<file path="src/rtl/sc2d_pkg.sv">
// ---------------------------------------------------------------------------
// sc2d_pkg
// Types and constants shared by the streaming 2D convolution block.
// ---------------------------------------------------------------------------
`timescale 1ns / 1ps

package sc2d_pkg;

    // Fixed field widths.
    localparam int COEF_DIM   = 4;
    localparam int CI_W       = $clog2(COEF_DIM);
    localparam int PIX_W      = 16;
    localparam int COEF_W     = 16;
    localparam int PROD_W     = 32;
    localparam int ROW_W      = 34;
    localparam int SUM_W      = 40;
    localparam int DIM_W      = 11;
    localparam int KDIM_W     = 3;
    localparam int CFG_IDX_W  = 3;
    localparam int CFG_DATA_W = 64;

    // Configuration register indexes.
    typedef enum logic [CFG_IDX_W-1:0] {
        REG_IMAGE_ROWS     = 3'd0,
        REG_IMAGE_COLS     = 3'd1,
        REG_KERNEL_ROWS    = 3'd2,
        REG_KERNEL_COLS    = 3'd3,
        REG_COEF_ROW_ZERO  = 3'd4,
        REG_COEF_ROW_ONE   = 3'd5,
        REG_COEF_ROW_TWO   = 3'd6,
        REG_COEF_ROW_THREE = 3'd7
    } t_cfg_idx;

    // Input request: one image sample.
    typedef struct packed {
        logic signed [PIX_W-1:0] pixel;
        logic                    flush;
    } t_in_req;

    // Output request: one convolution result.
    typedef struct packed {
        logic signed [SUM_W-1:0] conv_sum;
        logic                    frame_end;
    } t_out_req;

    // One kernel row, column 0 in the low bits.
    typedef logic [COEF_DIM-1:0][COEF_W-1:0] t_coef_row;

    // Per-item decisions taken at acceptance.
    typedef struct packed {
        logic                res;
        logic                last;
        logic [COEF_DIM-1:0] row_ok;
        logic [COEF_DIM-1:0] col_ok;
    } t_pos;

    // Controls handed to one cell for its product lanes.
    typedef struct packed {
        logic                row_ok;
        logic [COEF_DIM-1:0] col_ok;
        logic [KDIM_W-1:0]   kc;
    } t_cell_ctl;

endpackage

</file>
<file path="src/rtl/sc2d_pos.sv">
// ---------------------------------------------------------------------------
// sc2d_pos
// Raster position tracking: column pointer for the line delays, output
// position, and the per-item result, frame end and border masks.
// ---------------------------------------------------------------------------
`timescale 1ns / 1ps

module sc2d_pos
    import sc2d_pkg::*;
#(
    parameter int MAX_COLS = 1024,
    localparam int AW      = $clog2(MAX_COLS)
) (
    input  logic              i_clk,
    input  logic              i_rst_n,
    input  logic              i_acc,
    input  logic              i_clear,
    input  logic [DIM_W-1:0]  i_rows,
    input  logic [DIM_W-1:0]  i_cols,
    input  logic [KDIM_W-1:0] i_kr,
    input  logic [KDIM_W-1:0] i_kc,
    input  logic [KDIM_W-1:0] i_pb,
    input  logic [KDIM_W-1:0] i_pr,
    output logic [AW-1:0]     o_col,
    output t_pos              o_pos
);

    localparam int XW = DIM_W + 2;

    logic [AW-1:0]    r_col;
    logic [1:0]       r_row_sat;
    logic [DIM_W-1:0] r_oi;
    logic [AW-1:0]    r_oj;

    logic [XW-1:0] x_rows, x_cols, x_col, x_row, x_oi, x_oj, x_pb, x_pr;
    logic          w_start;
    logic          w_last;

    always_comb begin
        x_rows = XW'(i_rows);
        x_cols = XW'(i_cols);
        x_col  = XW'(r_col);
        x_row  = XW'(r_row_sat);
        x_oi   = XW'(r_oi);
        x_oj   = XW'(r_oj);
        x_pb   = XW'(i_pb);
        x_pr   = XW'(i_pr);
    end

    // Results start once the item count reaches the latency pb*cols + pr.
    always_comb begin
        if (x_cols == XW'(1)) begin
            w_start = (x_row >= (x_pb + x_pr));
        end else begin
            w_start = (x_row > x_pb) || ((x_row == x_pb) && (x_col >= x_pr));
        end
        w_last = w_start && (x_oi == x_rows - XW'(1)) && (x_oj == x_cols - XW'(1));
    end

    // Border masks for the output pixel: cell d sees image row oi+pb-d,
    // tap e sees image column oj+pr-e.
    always_comb begin
        o_pos.res  = w_start;
        o_pos.last = w_last;
        for (int d = 0; d < COEF_DIM; d++) begin
            o_pos.row_ok[d] = (KDIM_W'(d) < i_kr) && ((x_oi + x_pb) >= XW'(d))
                              && ((x_oi + x_pb) < (x_rows + XW'(d)));
            o_pos.col_ok[d] = (KDIM_W'(d) < i_kc) && ((x_oj + x_pr) >= XW'(d))
                              && ((x_oj + x_pr) < (x_cols + XW'(d)));
        end
    end

    assign o_col = r_col;

    // Counters advance per accepted request and restart after the frame.
    always_ff @(posedge i_clk) begin
        if (!i_rst_n || i_clear) begin
            r_col     <= '0;
            r_row_sat <= '0;
            r_oi      <= '0;
            r_oj      <= '0;
        end else if (i_acc) begin
            if (w_last) begin
                r_col     <= '0;
                r_row_sat <= '0;
                r_oi      <= '0;
                r_oj      <= '0;
            end else begin
                if (x_col == x_cols - XW'(1)) begin
                    r_col <= '0;
                    if (r_row_sat != 2'd3) begin
                        r_row_sat <= r_row_sat + 2'd1;
                    end
                end else begin
                    r_col <= r_col + AW'(1);
                end
                if (w_start) begin
                    if (x_oj == x_cols - XW'(1)) begin
                        r_oj <= '0;
                        r_oi <= r_oi + DIM_W'(1);
                    end else begin
                        r_oj <= r_oj + AW'(1);
                    end
                end
            end
        end
    end

endmodule

</file>
<file path="config.mk">
export PLATFORM = sky130hd
export DESIGN_NAME = sc2d_pos
export DESIGN_NICKNAME = d
export VERILOG_FILES = /design/src/rtl/sc2d_pkg.sv /design/src/rtl/sc2d_pos.sv
export SDC_FILE = /design/constraint.sdc
export NUM_CORES = 1
export LEC_CHECK = 0
export BUFFER_PORTS_ARGS = -buffer_cell sky130_fd_sc_hd__clkbuf_2
export CAP_MARGIN = 20
export CORE_UTILIZATION = 67
export DETAILED_ROUTE_END_ITERATION = 8
export HOLD_SLACK_MARGIN = 0.05
export PLACE_DENSITY = 0.89
export SLEW_MARGIN = 20
export SYNTH_ARGS = -nofsm -noshare
export SYNTH_HDL_FRONTEND = slang
export SYNTH_SLANG_ARGS = --single-unit
</file>
<file path="constraint.sdc">
create_clock -name i_clk -period 5.75 [get_ports i_clk]
set_input_delay 0.2875 -clock i_clk [delete_from_list [all_inputs] [get_ports i_clk]]
set_output_delay 0.2875 -clock i_clk [all_outputs]
set_load 0.03 [all_outputs]
</file>
### Word-level counts from Yosys, hierarchy flattened

Cells that the tools add are included.

* $add $sub $neg: 15
* $mul: 0
* divide/modulo/power cells: 0
* order comparisons: 27
* eq/ne operators: 6
* shift operators: 0
* muxes and demuxes: 12
* bitwise logic cells: 0
* reductions and logical operators: 29

Operators by type and width (number)
* $ge 13x1->1 const B: 4
* $ge 13x2->1 const B: 4
* $lt 13x12->1: 4
* $mux 10: 5
* $add 11x2->12 const B: 4
* $mux 11: 3
* $eq 10x13->1: 2
* $lt 13x11->1: 2
* $add 11x1->12 const B: 2
* $sub 11x1->12 const B: 2
* $add 10x1->10 const B: 2
* $logic_and 1x1->1: 19
* $eq 11x13->1: 1
* $add 11x3->12: 1
* $lt 1x3->1 const A: 4
* $lt 11x12->1: 1
* $lt 12x12->1: 1
* $lt 2x3->1 const A: 4
* $add 10x3->11: 1
* $add 11x1->11 const B: 1
* $eq 11x1->1 const B: 1
* $ge 10x3->1: 1
* $reduce_bool 2->1: 4
* $mux 2: 3
* 11 further kinds: 13

* register bits after elaboration: 33
* latch bits: 0
* bits in writable memories: 0
* bits in read-only memories: 0
* input port bits: 38
* word-level logic and storage cells: 93
* memories kept: 0

### Logic depth before layout (Yosys ltp)

Gate-level depths: netlist of run 1.

* depth after elaboration: 8
* depth in mapped cells: 13
* mapped depth without buffers: 13

### Worst setup path before layout of run 1

Ideal clock, no wire load.

* path type: register -> output
* from: register r_oi[0]
* to: output port o_pos[7] (netlist name)
* data arrival time: 4.600 ns
* setup slack: 0.863 ns
* cell stages (with the launch flop): 13
* cells stage by stage: dfxtp_1 -> ha_1 -> fa_1 -> a21oi_1 -> nor2b_1 -> xor2_1 -> ha_1 -> a21oi_1 -> o21ai_0 -> maj3_1 -> maj3_1 -> o311a_1 -> a2111oi_0

RTL lines
* start, declared: line sc2d_pos.sv:32 `logic [DIM_W-1:0] r_oi;`
* start signal, assigned: line sc2d_pos.sv:100 `r_oi <= r_oi + DIM_W'(1);`
* end, declared: line sc2d_pos.sv:25 `output t_pos o_pos`

==> impl_metrics.ini, run 1 <==
[status]
status = complete, but fails checks
violations = DRC

[timing]
drv_slew = 0
setup_viol = 0
timing.fmax_mhz = 208.8
finalSetupTns_ns = 0
min_period_ns = 4.790
finClkSkew_ns = 0.004637
hold_viol = 0
tightest_slew_ns = 0.6905
fin_crit_sh = 0.8331
rsz0062_at_grt = no
max_slew_margin = 0.5375

[cts]
h-tree-depth = 2
cts_hold_buffers = 0
cts_setup_buffers = 0
max-clock-path-buffers = 2
clk_latency_ns = 0.30
cts_resized = 0
cts.sinks = 33
cts_buffers = 5
tritoncts = yes
path_clk_slew_ns = 0.07
cts_root_buf = clkbuf_8

[layout]
layout.cells.most_common_list = ha_1, xnor2_1, nor2_1
stdcell_area_um2 = 6536
layout-drive-gt1-share = 0.09650
syn_to_final_growth_pct = 5.471
diodes = 0
fillCellCount = 680
final_nets = 974
final_common_cell = ha_1

[synthesis]
syn-cell-area_um2 = 6197
seq_area_frac_synth = 0.1066
yosysUniqueCellTypes = 72
synthCells = 804
synth_async_sr_flop_share = 0
synth-seq-cells = 33
syn_area_per_cell_um2 = 7.708
synth_fp_nets = 949
ys.flop_type = dfxtp_1
synth_edf_count = 0
yosys_warnings = 0

[routing]
drtIter0Drc = 347
dr.pass1.iters = 9
drc = 3
vias_per_cell = 6.531
drt_wl_total_mm = 16.64
ant_nets = 0
wire_per_inst_um = 17.75
vias = 6120

[critical_path]
r2r_cells = 10
crit_type = reg2out
endpoint_kind = output port
cpMaxStageDelayCell = a2111oi_0
cp.arrival_ns = 4.50
worst_r2r_startpoint = o_col[0]
rr_endpoint = o_col[5]
r2r_slack_ns = 2.48
cp.required_ns = 5.46
critPathMaxFanout = 7
worstSetupStartpointType = flip-flop
crit_end = o_pos[7]
path_cells = ha_1 -> fa_1 -> a21oi_1 -> nor2b_1 -> xor2_1 -> ha_1 -> a21oi_1 -> o21ai_0 -> maj3_1 -> maj3_1 -> o311a_1 -> a2111oi_0 -> clkbuf_2
startpoint = r_oi[0]
cpPeakStageDelay_ns = 0.46

[grt]
grt_usage = 0.3498
antenna_found_initial = 0
top_usage_layer = met2
grt_pass1_wl_mm = 27.77
grt_max_degree = 22
grt_overflow_total = 0
use_met1 = 0.4098
grt_use_met2 = 0.6425
met3_usage = 0.04724
grt_pass1_vias = 5995

[floorplan]
fp.dieW_um = 98.18
core_area_um2 = 8848
die_area_um2 = 9638
rows = 34
pin_count = 58
initial_core_util = 0.7004
die_y_um = 98.18

[power_and_ir_drop]
power.leakage_nw = 2.973
power.total_mw = 0.6730
ir_worst_vdd_v = 0.0001082
power.density_nw_per_um2 = 103.0

[place]
dp_hpwl_mm = 13.22
port_buffers = 57
globalplace.congestion = 0.9851
placed_area_um2 = 6450

[worst_hold_path]
hp-class = in2reg

[flow_run]
drv_cap = 0
## cell type report
cell class	instances	area, um2	area share
Sequential cell	33	660.6	0.1011
Tap cell	108	135.1	0.02067
Timing Repair Buffer	59	300.3	0.04594
Multi-Input combinational cell	686	5189	0.7938
Inverter	44	165.2	0.02527
Clock buffer	7	86.33	0.01321
## logic make-up after synthesis
kind of cell	synth area share
simple gates	0.2530
buf+inv	0.05613
fa+ha+maj	0.2245
compound gates	0.1567
xor+xnor	0.1983
flops	0.1066
mux	0.004846
## sequential cells by signal, indices dropped and copies added, names as in the netlist
register / flops
r_oi: 11
o_col: 10
r_oj: 10
r_row_sat: 2
## worst min path at each step
stage                 start  endpoint  slack (ns)  depth (start not counted)
floorplan           i_rst_n   r_oi[0]        0.50                          2
global placement    r_oi[0]   r_oi[0]        0.53                          2
detailed placement  r_oi[0]   r_oi[0]        0.55                          2
CTS                   i_acc  o_col[0]        0.35                          2
global route          i_acc  o_col[0]        0.37                          2
finish                i_acc  o_col[0]        0.36                          2
## stage by stage
step / hold WS, ns / cells / setup WS (ns) / utilization
finish: 0.3584 / 937 / 0.9599 / 0.7387
global placement: 0.5259 / 930 / 1.524 / 0.7289
detailed placement: 0.5474 / 930 / 1.345 / 0.7289
floorplan: 0.5040 / 804 / 0.8626 / -
global route: 0.3692 / 937 / 0.8315 / 0.7387
CTS: 0.3481 / 937 / 1.066 / 0.7387
## synthesized netlist by cell type, types with 6 or more instances
master / number / area share
nor3_1: 22 / 0.018
a211oi_1: 9 / 0.011
a21oi_1: 35 / 0.028
nor4_1: 13 / 0.013
o21a_1: 11 / 0.013
buf_1: 6 / 0.0036
and3_1: 10 / 0.010
inv_1: 39 / 0.024
xnor2_1: 79 / 0.11
dfxtp_1: 33 / 0.11
ha_1: 104 / 0.21
nand3_1: 41 / 0.033
o21ai_0: 15 / 0.012
nand2b_1: 16 / 0.016
nand4_1: 27 / 0.027
or4_1: 8 / 0.0097
nand2_1: 58 / 0.035
clkbuf_1: 28 / 0.017
xor2_1: 51 / 0.072
nor2b_1: 7 / 0.0071
a21o_1: 18 / 0.022
nor2_1: 70 / 0.042
## per-layer routing
layer	up-vias	part of all wire
li1	2928	-
met5	-	0
met2	280	0.51
met1	2862	0.40
met3	50	0.061
met4	0	0.031
## power breakdown
part	switching [mW]	total (mW)	internal, mW
logic	0.158	0.261	0.102
registers	0.00162	0.231	0.229
clock network	0.0865	0.181	0.0949
## worst max-delay path: cells and delay by family, from the launching register on
kind                       cells  cell delay [ns]
AOI/OAI and AO/OA              5             1.37
xor gates and xnor gates       1             0.37
adders and majority gates      5             1.68
buffers and inverters          1             0.29
DFF                            1             0.37
and+or+nand+nor                1             0.10
Power figures use the tool's default switching activity.
==> run 2: changes to the inputs <==
- ABC_AREA: unset -> 1
- CORE_UTILIZATION: 67 -> 63
- PLACE_DENSITY: 0.89 -> 0.84
- clock period: 5.75 -> 4.6 ns (I/O delays scaled with it)
==> impl_metrics.ini, run 2 <==
[synthesis]
synthAdderAreaFrac = 0.2044
synth_xor_area_frac = 0.1073
synth_async_sr_flop_share = 0
yosysUniqueCellTypes = 46
synth_top_area_cell = ha_1
yosys_warnings = 0
synth_edf_count = 0
syn_area_per_cell_um2 = 6.098
synth-simple-area-share = 0.3961
synth_top_family_by_area = simple AND/OR/NAND/NOR gates
seq_area_frac_synth = 0.09921
syn-cell-area_um2 = 6659
synth_top_area_frac = 0.1954
synth_compound_area_frac = 0.08812
synthMuxAreaShare = 0
synthCells = 1092
synth-seq-cells = 33
synth_fp_nets = 1237
yosysMostFrequentCell = nand2_1
netlist_top_cells_count = nand2_1, inv_1, nor2_1
ys.flop_type = dfxtp_1
netlist_top_cells_area = ha_1, nand2_1, dfxtp_1

[routing]
ant_nets = 0
dr.pass1.iters = 5
wire_per_inst_um = 13.77
drtIter0Drc = 497
drc = 0
drt_wl_total_mm = 17.52
vias_per_cell = 5.465
vias = 6952

[power_and_ir_drop]
power.density_nw_per_um2 = 130.4
power.leakage_nw = 3.772
ir_worst_vdd_v = 0.0001559

[status]
status = complete, no violations

[worst_hold_path]
worstHoldStart = i_clear
hold_end = r_row_sat[0]
hp-class = in2reg
worstHoldPathCells = 4

[grt]
grt_max_degree = 18
antenna_found_initial = 0
grt_overflow_total = 0
grt_usage = 0.3258
grt_pass1_vias = 6530
grt_pass1_wl_mm = 29.61

[place]
post-place-ws_ns = 1.390
dp_hpwl_mm = 14.54
globalplace.congestion = 0.9342
port_buffers = 57

[layout]
final_common_cell = nand2_1
largest-register = r_oi
diodes = 0
syn_to_final_growth_pct = 6.727
layout.cells.most_common_list = nand2_1, inv_1, nor2_1
layout-drive-gt1-share = 0.1004
postLayoutCoreUtil = 0.6915
largest_reg_flops = 11
final_nets = 1280

[timing]
timing.fmax_mhz = 277.6
hold_viol = 0
tightest_slew_ns = 0.5940
drv_slew = 0
fin_crit_sh = 0.7830
min_period_ns = 3.602
finalSetupTns_ns = 0
setup_viol = 0
hold_ws_ns = 0.2923
setup_ws_ns = 0.9981
rsz0062_at_grt = no
max_slew_margin = 0.6010
finClkSkew_ns = 0.01160

[cts]
cts_setup_buffers = 0
cts_buffers = 5
cts_resized = 0
cts.sinks = 33
tritoncts = yes
clk_latency_ns = 0.29
cts_root_buf = clkbuf_8
max-clock-path-buffers = 2
cts_hold_buffers = 0
path_clk_slew_ns = 0.07
h-tree-depth = 2

[floorplan]
initial_core_util = 0.6479
die_area_um2 = 10990
rows = 37
pin_count = 58
die_y_um = 104.8
core_area_um2 = 10280
fp.dieW_um = 104.8

[critical_path]
worst_r2r_startpoint = o_col[0]
worstSetupStartpointType = flip-flop
cp.required_ns = 4.37
crit_type = reg2out
cp.arrival_ns = 3.37
critPathMaxFanout = 7
r2r_slack_ns = 2.19
endpoint_kind = output port
r2r_cells = 17
rr_endpoint = o_col[6]

[flow_run]
drv_cap = 0
-- run 2: power by group --
group	total, mW	leakage [nW]	internal [mW]	switching [mW]
clock	0.289	0.0574	0.176	0.113
sequential	0.288	0.266	0.286	0.00162
combinational	0.350	3.45	0.119	0.231
total	0.927	3.77	0.581	0.345
-- run 2: cells by family after synthesis --
group / Yosys count
buffers and inverters: 171
AND/OR/NAND/NOR: 600
AO/OA/AOI/OAI: 102
flip-flops: 33
adder cells (fa/ha/maj): 107
XOR/XNOR: 79
-- run 2: worst max-delay path by stage --
stage | slack (ns) | from | to | cells after the start
2_1_floorplan | 0.71 | r_oj[0] | o_pos[0] | 13
3_3_place_gp | 1.45 | r_oj[0] | o_pos[0] | 14
3_5_place_dp | 1.39 | r_oj[0] | o_pos[0] | 14
4_1_cts | 1.05 | r_oj[0] | o_pos[0] | 14
5_1_grt | 0.78 | r_oj[2] | o_pos[3] | 16
6_report | 1.0 | r_oj[0] | o_pos[0] | 14
-- run 2: layer usage --
layer  track usage  wire length, um  part of all wire  vias up
met3       0.03805              946             0.054       38
met2        0.5946             8581              0.49      230
li1              -                -                 -     3620
met5             0                0                 0        -
met1        0.3963             7575              0.43     3064
met4        0.1006              414             0.024        0
-- run 2: per-stage QoR --
step	total power, mW	cell area (um2)	std cells
2_1_floorplan	0.5463	6659	1092
3_3_place_gp	0.6304	6987	1264
3_5_place_dp	0.6374	6987	1264
4_1_cts	0.9262	7107	1272
5_1_grt	0.9858	7107	1272
6_report	0.9267	7107	1272
-- run 2: critical path, cell delays in order, from the launching register on --
cell       delay (ns)
dfxtp_1          0.45
ha_1             0.25
fa_1             0.22
nand2_1          0.06
a21oi_1          0.28
nand3_1          0.16
xor2_1           0.21
inv_1            0.14
ha_1             0.31
a21oi_1          0.13
nor2_1           0.05
a211oi_1         0.18
a21oi_1          0.10
a2111oi_0        0.27
clkbuf_2         0.27
-- run 2: final cells by class --
type	instances	area (um2)
multi-input cells	888	5300
fillers	970	3171
flip-flops and latches	33	660.6
inverters	150	570.5
repair buffers	57	285.3
well taps	136	170.2
clock buffers	6	82.58
clock inverters	2	37.54
==> run 3: changes to the inputs <==
- clock period: 4.6 -> 3.4 ns (I/O delays scaled with it)
==> impl_metrics.ini, run 3 (synthesis gave the netlist of run 2 again) <==
[timing]
hold_viol = 0
drv_slew = 0
timing.fmax_mhz = 304.8
finClkSkew_ns = 0.008452
max_slew_margin = 0.6462
fin_crit_sh = 0.9648
tightest_slew_ns = 0.5289
min_period_ns = 3.280
setup_viol = 0

[power_and_ir_drop]
switching_share = 0.4070
p_clk_frac = 0.256
power.total_mw = 1.177
ir_worst_vdd_v = 0.0001584
p_switching_mw = 0.4789
seqPwrFrac = 0.331
power.density_nw_per_um2 = 162.5
pwr-share-comb = 0.413
power.leakage_nw = 3.781
internal_power_mw = 0.6976

[worst_hold_path]
worstHoldStart = i_clear
hp-class = in2reg

[flow_run]
drv_cap = 0

[floorplan]
die_area_um2 = 10990
rows = 37
core_area_um2 = 10280
fp.dieW_um = 104.8
pin_count = 58
initial_core_util = 0.6479
die_y_um = 104.8

[grt]
grt_pass1_vias = 6515
grt_max_degree = 17
antenna_found_initial = 0
grt_usage = 0.3236
grt_pass1_wl_mm = 29.30
grt_overflow_total = 0

[routing]
drtIter0Drc = 425
vias_per_cell = 5.553
wire_per_inst_um = 13.91
dr.pass1.iters = 7
drc = 0
drt_wl_total_mm = 17.78
ant_nets = 0
vias = 7097

[layout]
final_common_cell = nand2_1
final_cells = 1278
layout.cells.most_common_list = nand2_1, nor2_1, inv_1
multiInputGateArea_um2 = 5408
largest-register = r_oi
regArea_um2 = 663.1
final_nets = 1286
layout-drive-gt1-share = 0.1243
stdcell_area_um2 = 7241
diodes = 0
fillCellCount = 983
syn_to_final_growth_pct = 8.737
largest_reg_flops = 11

[cts]
tritoncts = yes
h-tree-depth = 2
cts_root_buf = clkbuf_8
cts_buffers = 5
cts_hold_buffers = 0
path_clk_slew_ns = 0.08
max-clock-path-buffers = 2
cts.sinks = 33
clk_latency_ns = 0.30

[critical_path]
worstSetupStartpointType = flip-flop
cp.arrival_ns = 3.11
cp.required_ns = 3.23
worst_r2r_startpoint = o_col[0]
critPathMaxFanout = 6
crit_type = reg2out
startpoint = r_oi[0]
endpoint_kind = output port

[place]
globalplace.congestion = 0.9536
port_buffers = 57
dp_hpwl_mm = 14.49
dp.cells = 1270
placed_area_um2 = 7038

[status]
status = complete, no violations
-- run 3: cell count changes in the layout (fill, tap and decap cells not counted), moves of 3 or more --
cell and change:
inv_2 +4, xor2_2 +3, xor2_1 -3, ha_4 +3
clkbuf_2 -5, buf_4 +11, ha_1 -4, inv_1 -4
-- run 3: cell type report --
cell class | count | share of cell area
well taps | 136 | 0.02350
inverters | 150 | 0.07880
flip-flops and latches | 33 | 0.09158
multi-input cells | 888 | 0.7468
clock inverters | 3 | 0.002419
clock buffers | 5 | 0.009504
repair buffers | 63 | 0.04735
-- run 3: repair_timing --
| item | 4_1_cts | 5_1_grt |
|---|---|---|
| setup buffers | 0 | 0 |
| endpoints found under the hold margin | 0 | 0 |
| pin swaps | 0 | 2 |
| resized for setup | 4 | 31 |
| setup endpoints to repair | 4 | 8 |
-- run 3: metrics by stage --
step	hold slack (ns)	utilization	setup TNS, ns	worst slack (ns)
after floorplan	0.3863	-	0	0.2866
after global placement	0.5208	0.6848	0	0.4068
after detailed placement	0.5332	0.6848	0	0.2980
after global routing	0.2666	0.7045	-0.04748	-0.02545
after CTS	0.2185	0.6941	0	0.002031
final	0.2252	0.7045	0	0.1196
-- run 3: worst paths after layout --
check | cells past startpoint | slack (ns) | endpoint
max | 16 | 0.12 | o_pos[4]
min | 4 | 0.23 | r_row_sat[1]
min reg2reg | 2 | 0.52 | r_oj[0]
max reg2reg | 17 | 0.98 | o_col[5]
-- run 3: power by group through the flow --
stage               sequential (mW)  clock (mW)  combinational (mW)
floorplan                     0.399           0               0.340
global placement              0.398           0               0.460
detailed placement            0.399           0               0.468
CTS                           0.390       0.302               0.472
global route                  0.390       0.318               0.546
finish                        0.390       0.301               0.485
-- run 3: layer usage --
layer  part of all wire  GRT usage
met5                  0          0
met4              0.015    0.07042
met3              0.056    0.03369
met2               0.50     0.6202
met1               0.42     0.3835
-- run 3: critical path: stages (launching register included) --
cell	delay, ns
dfxtp_2	0.35
ha_1	0.22
fa_2	0.36
nand2_1	0.09
nand2_1	0.08
nand2_2	0.10
xor2_2	0.20
inv_2	0.11
ha_1	0.30
nand2_1	0.08
inv_1	0.04
nand4_1	0.06
o211ai_1	0.09
a21oi_1	0.20
o21ai_0	0.11
a311oi_1	0.25
buf_4	0.21
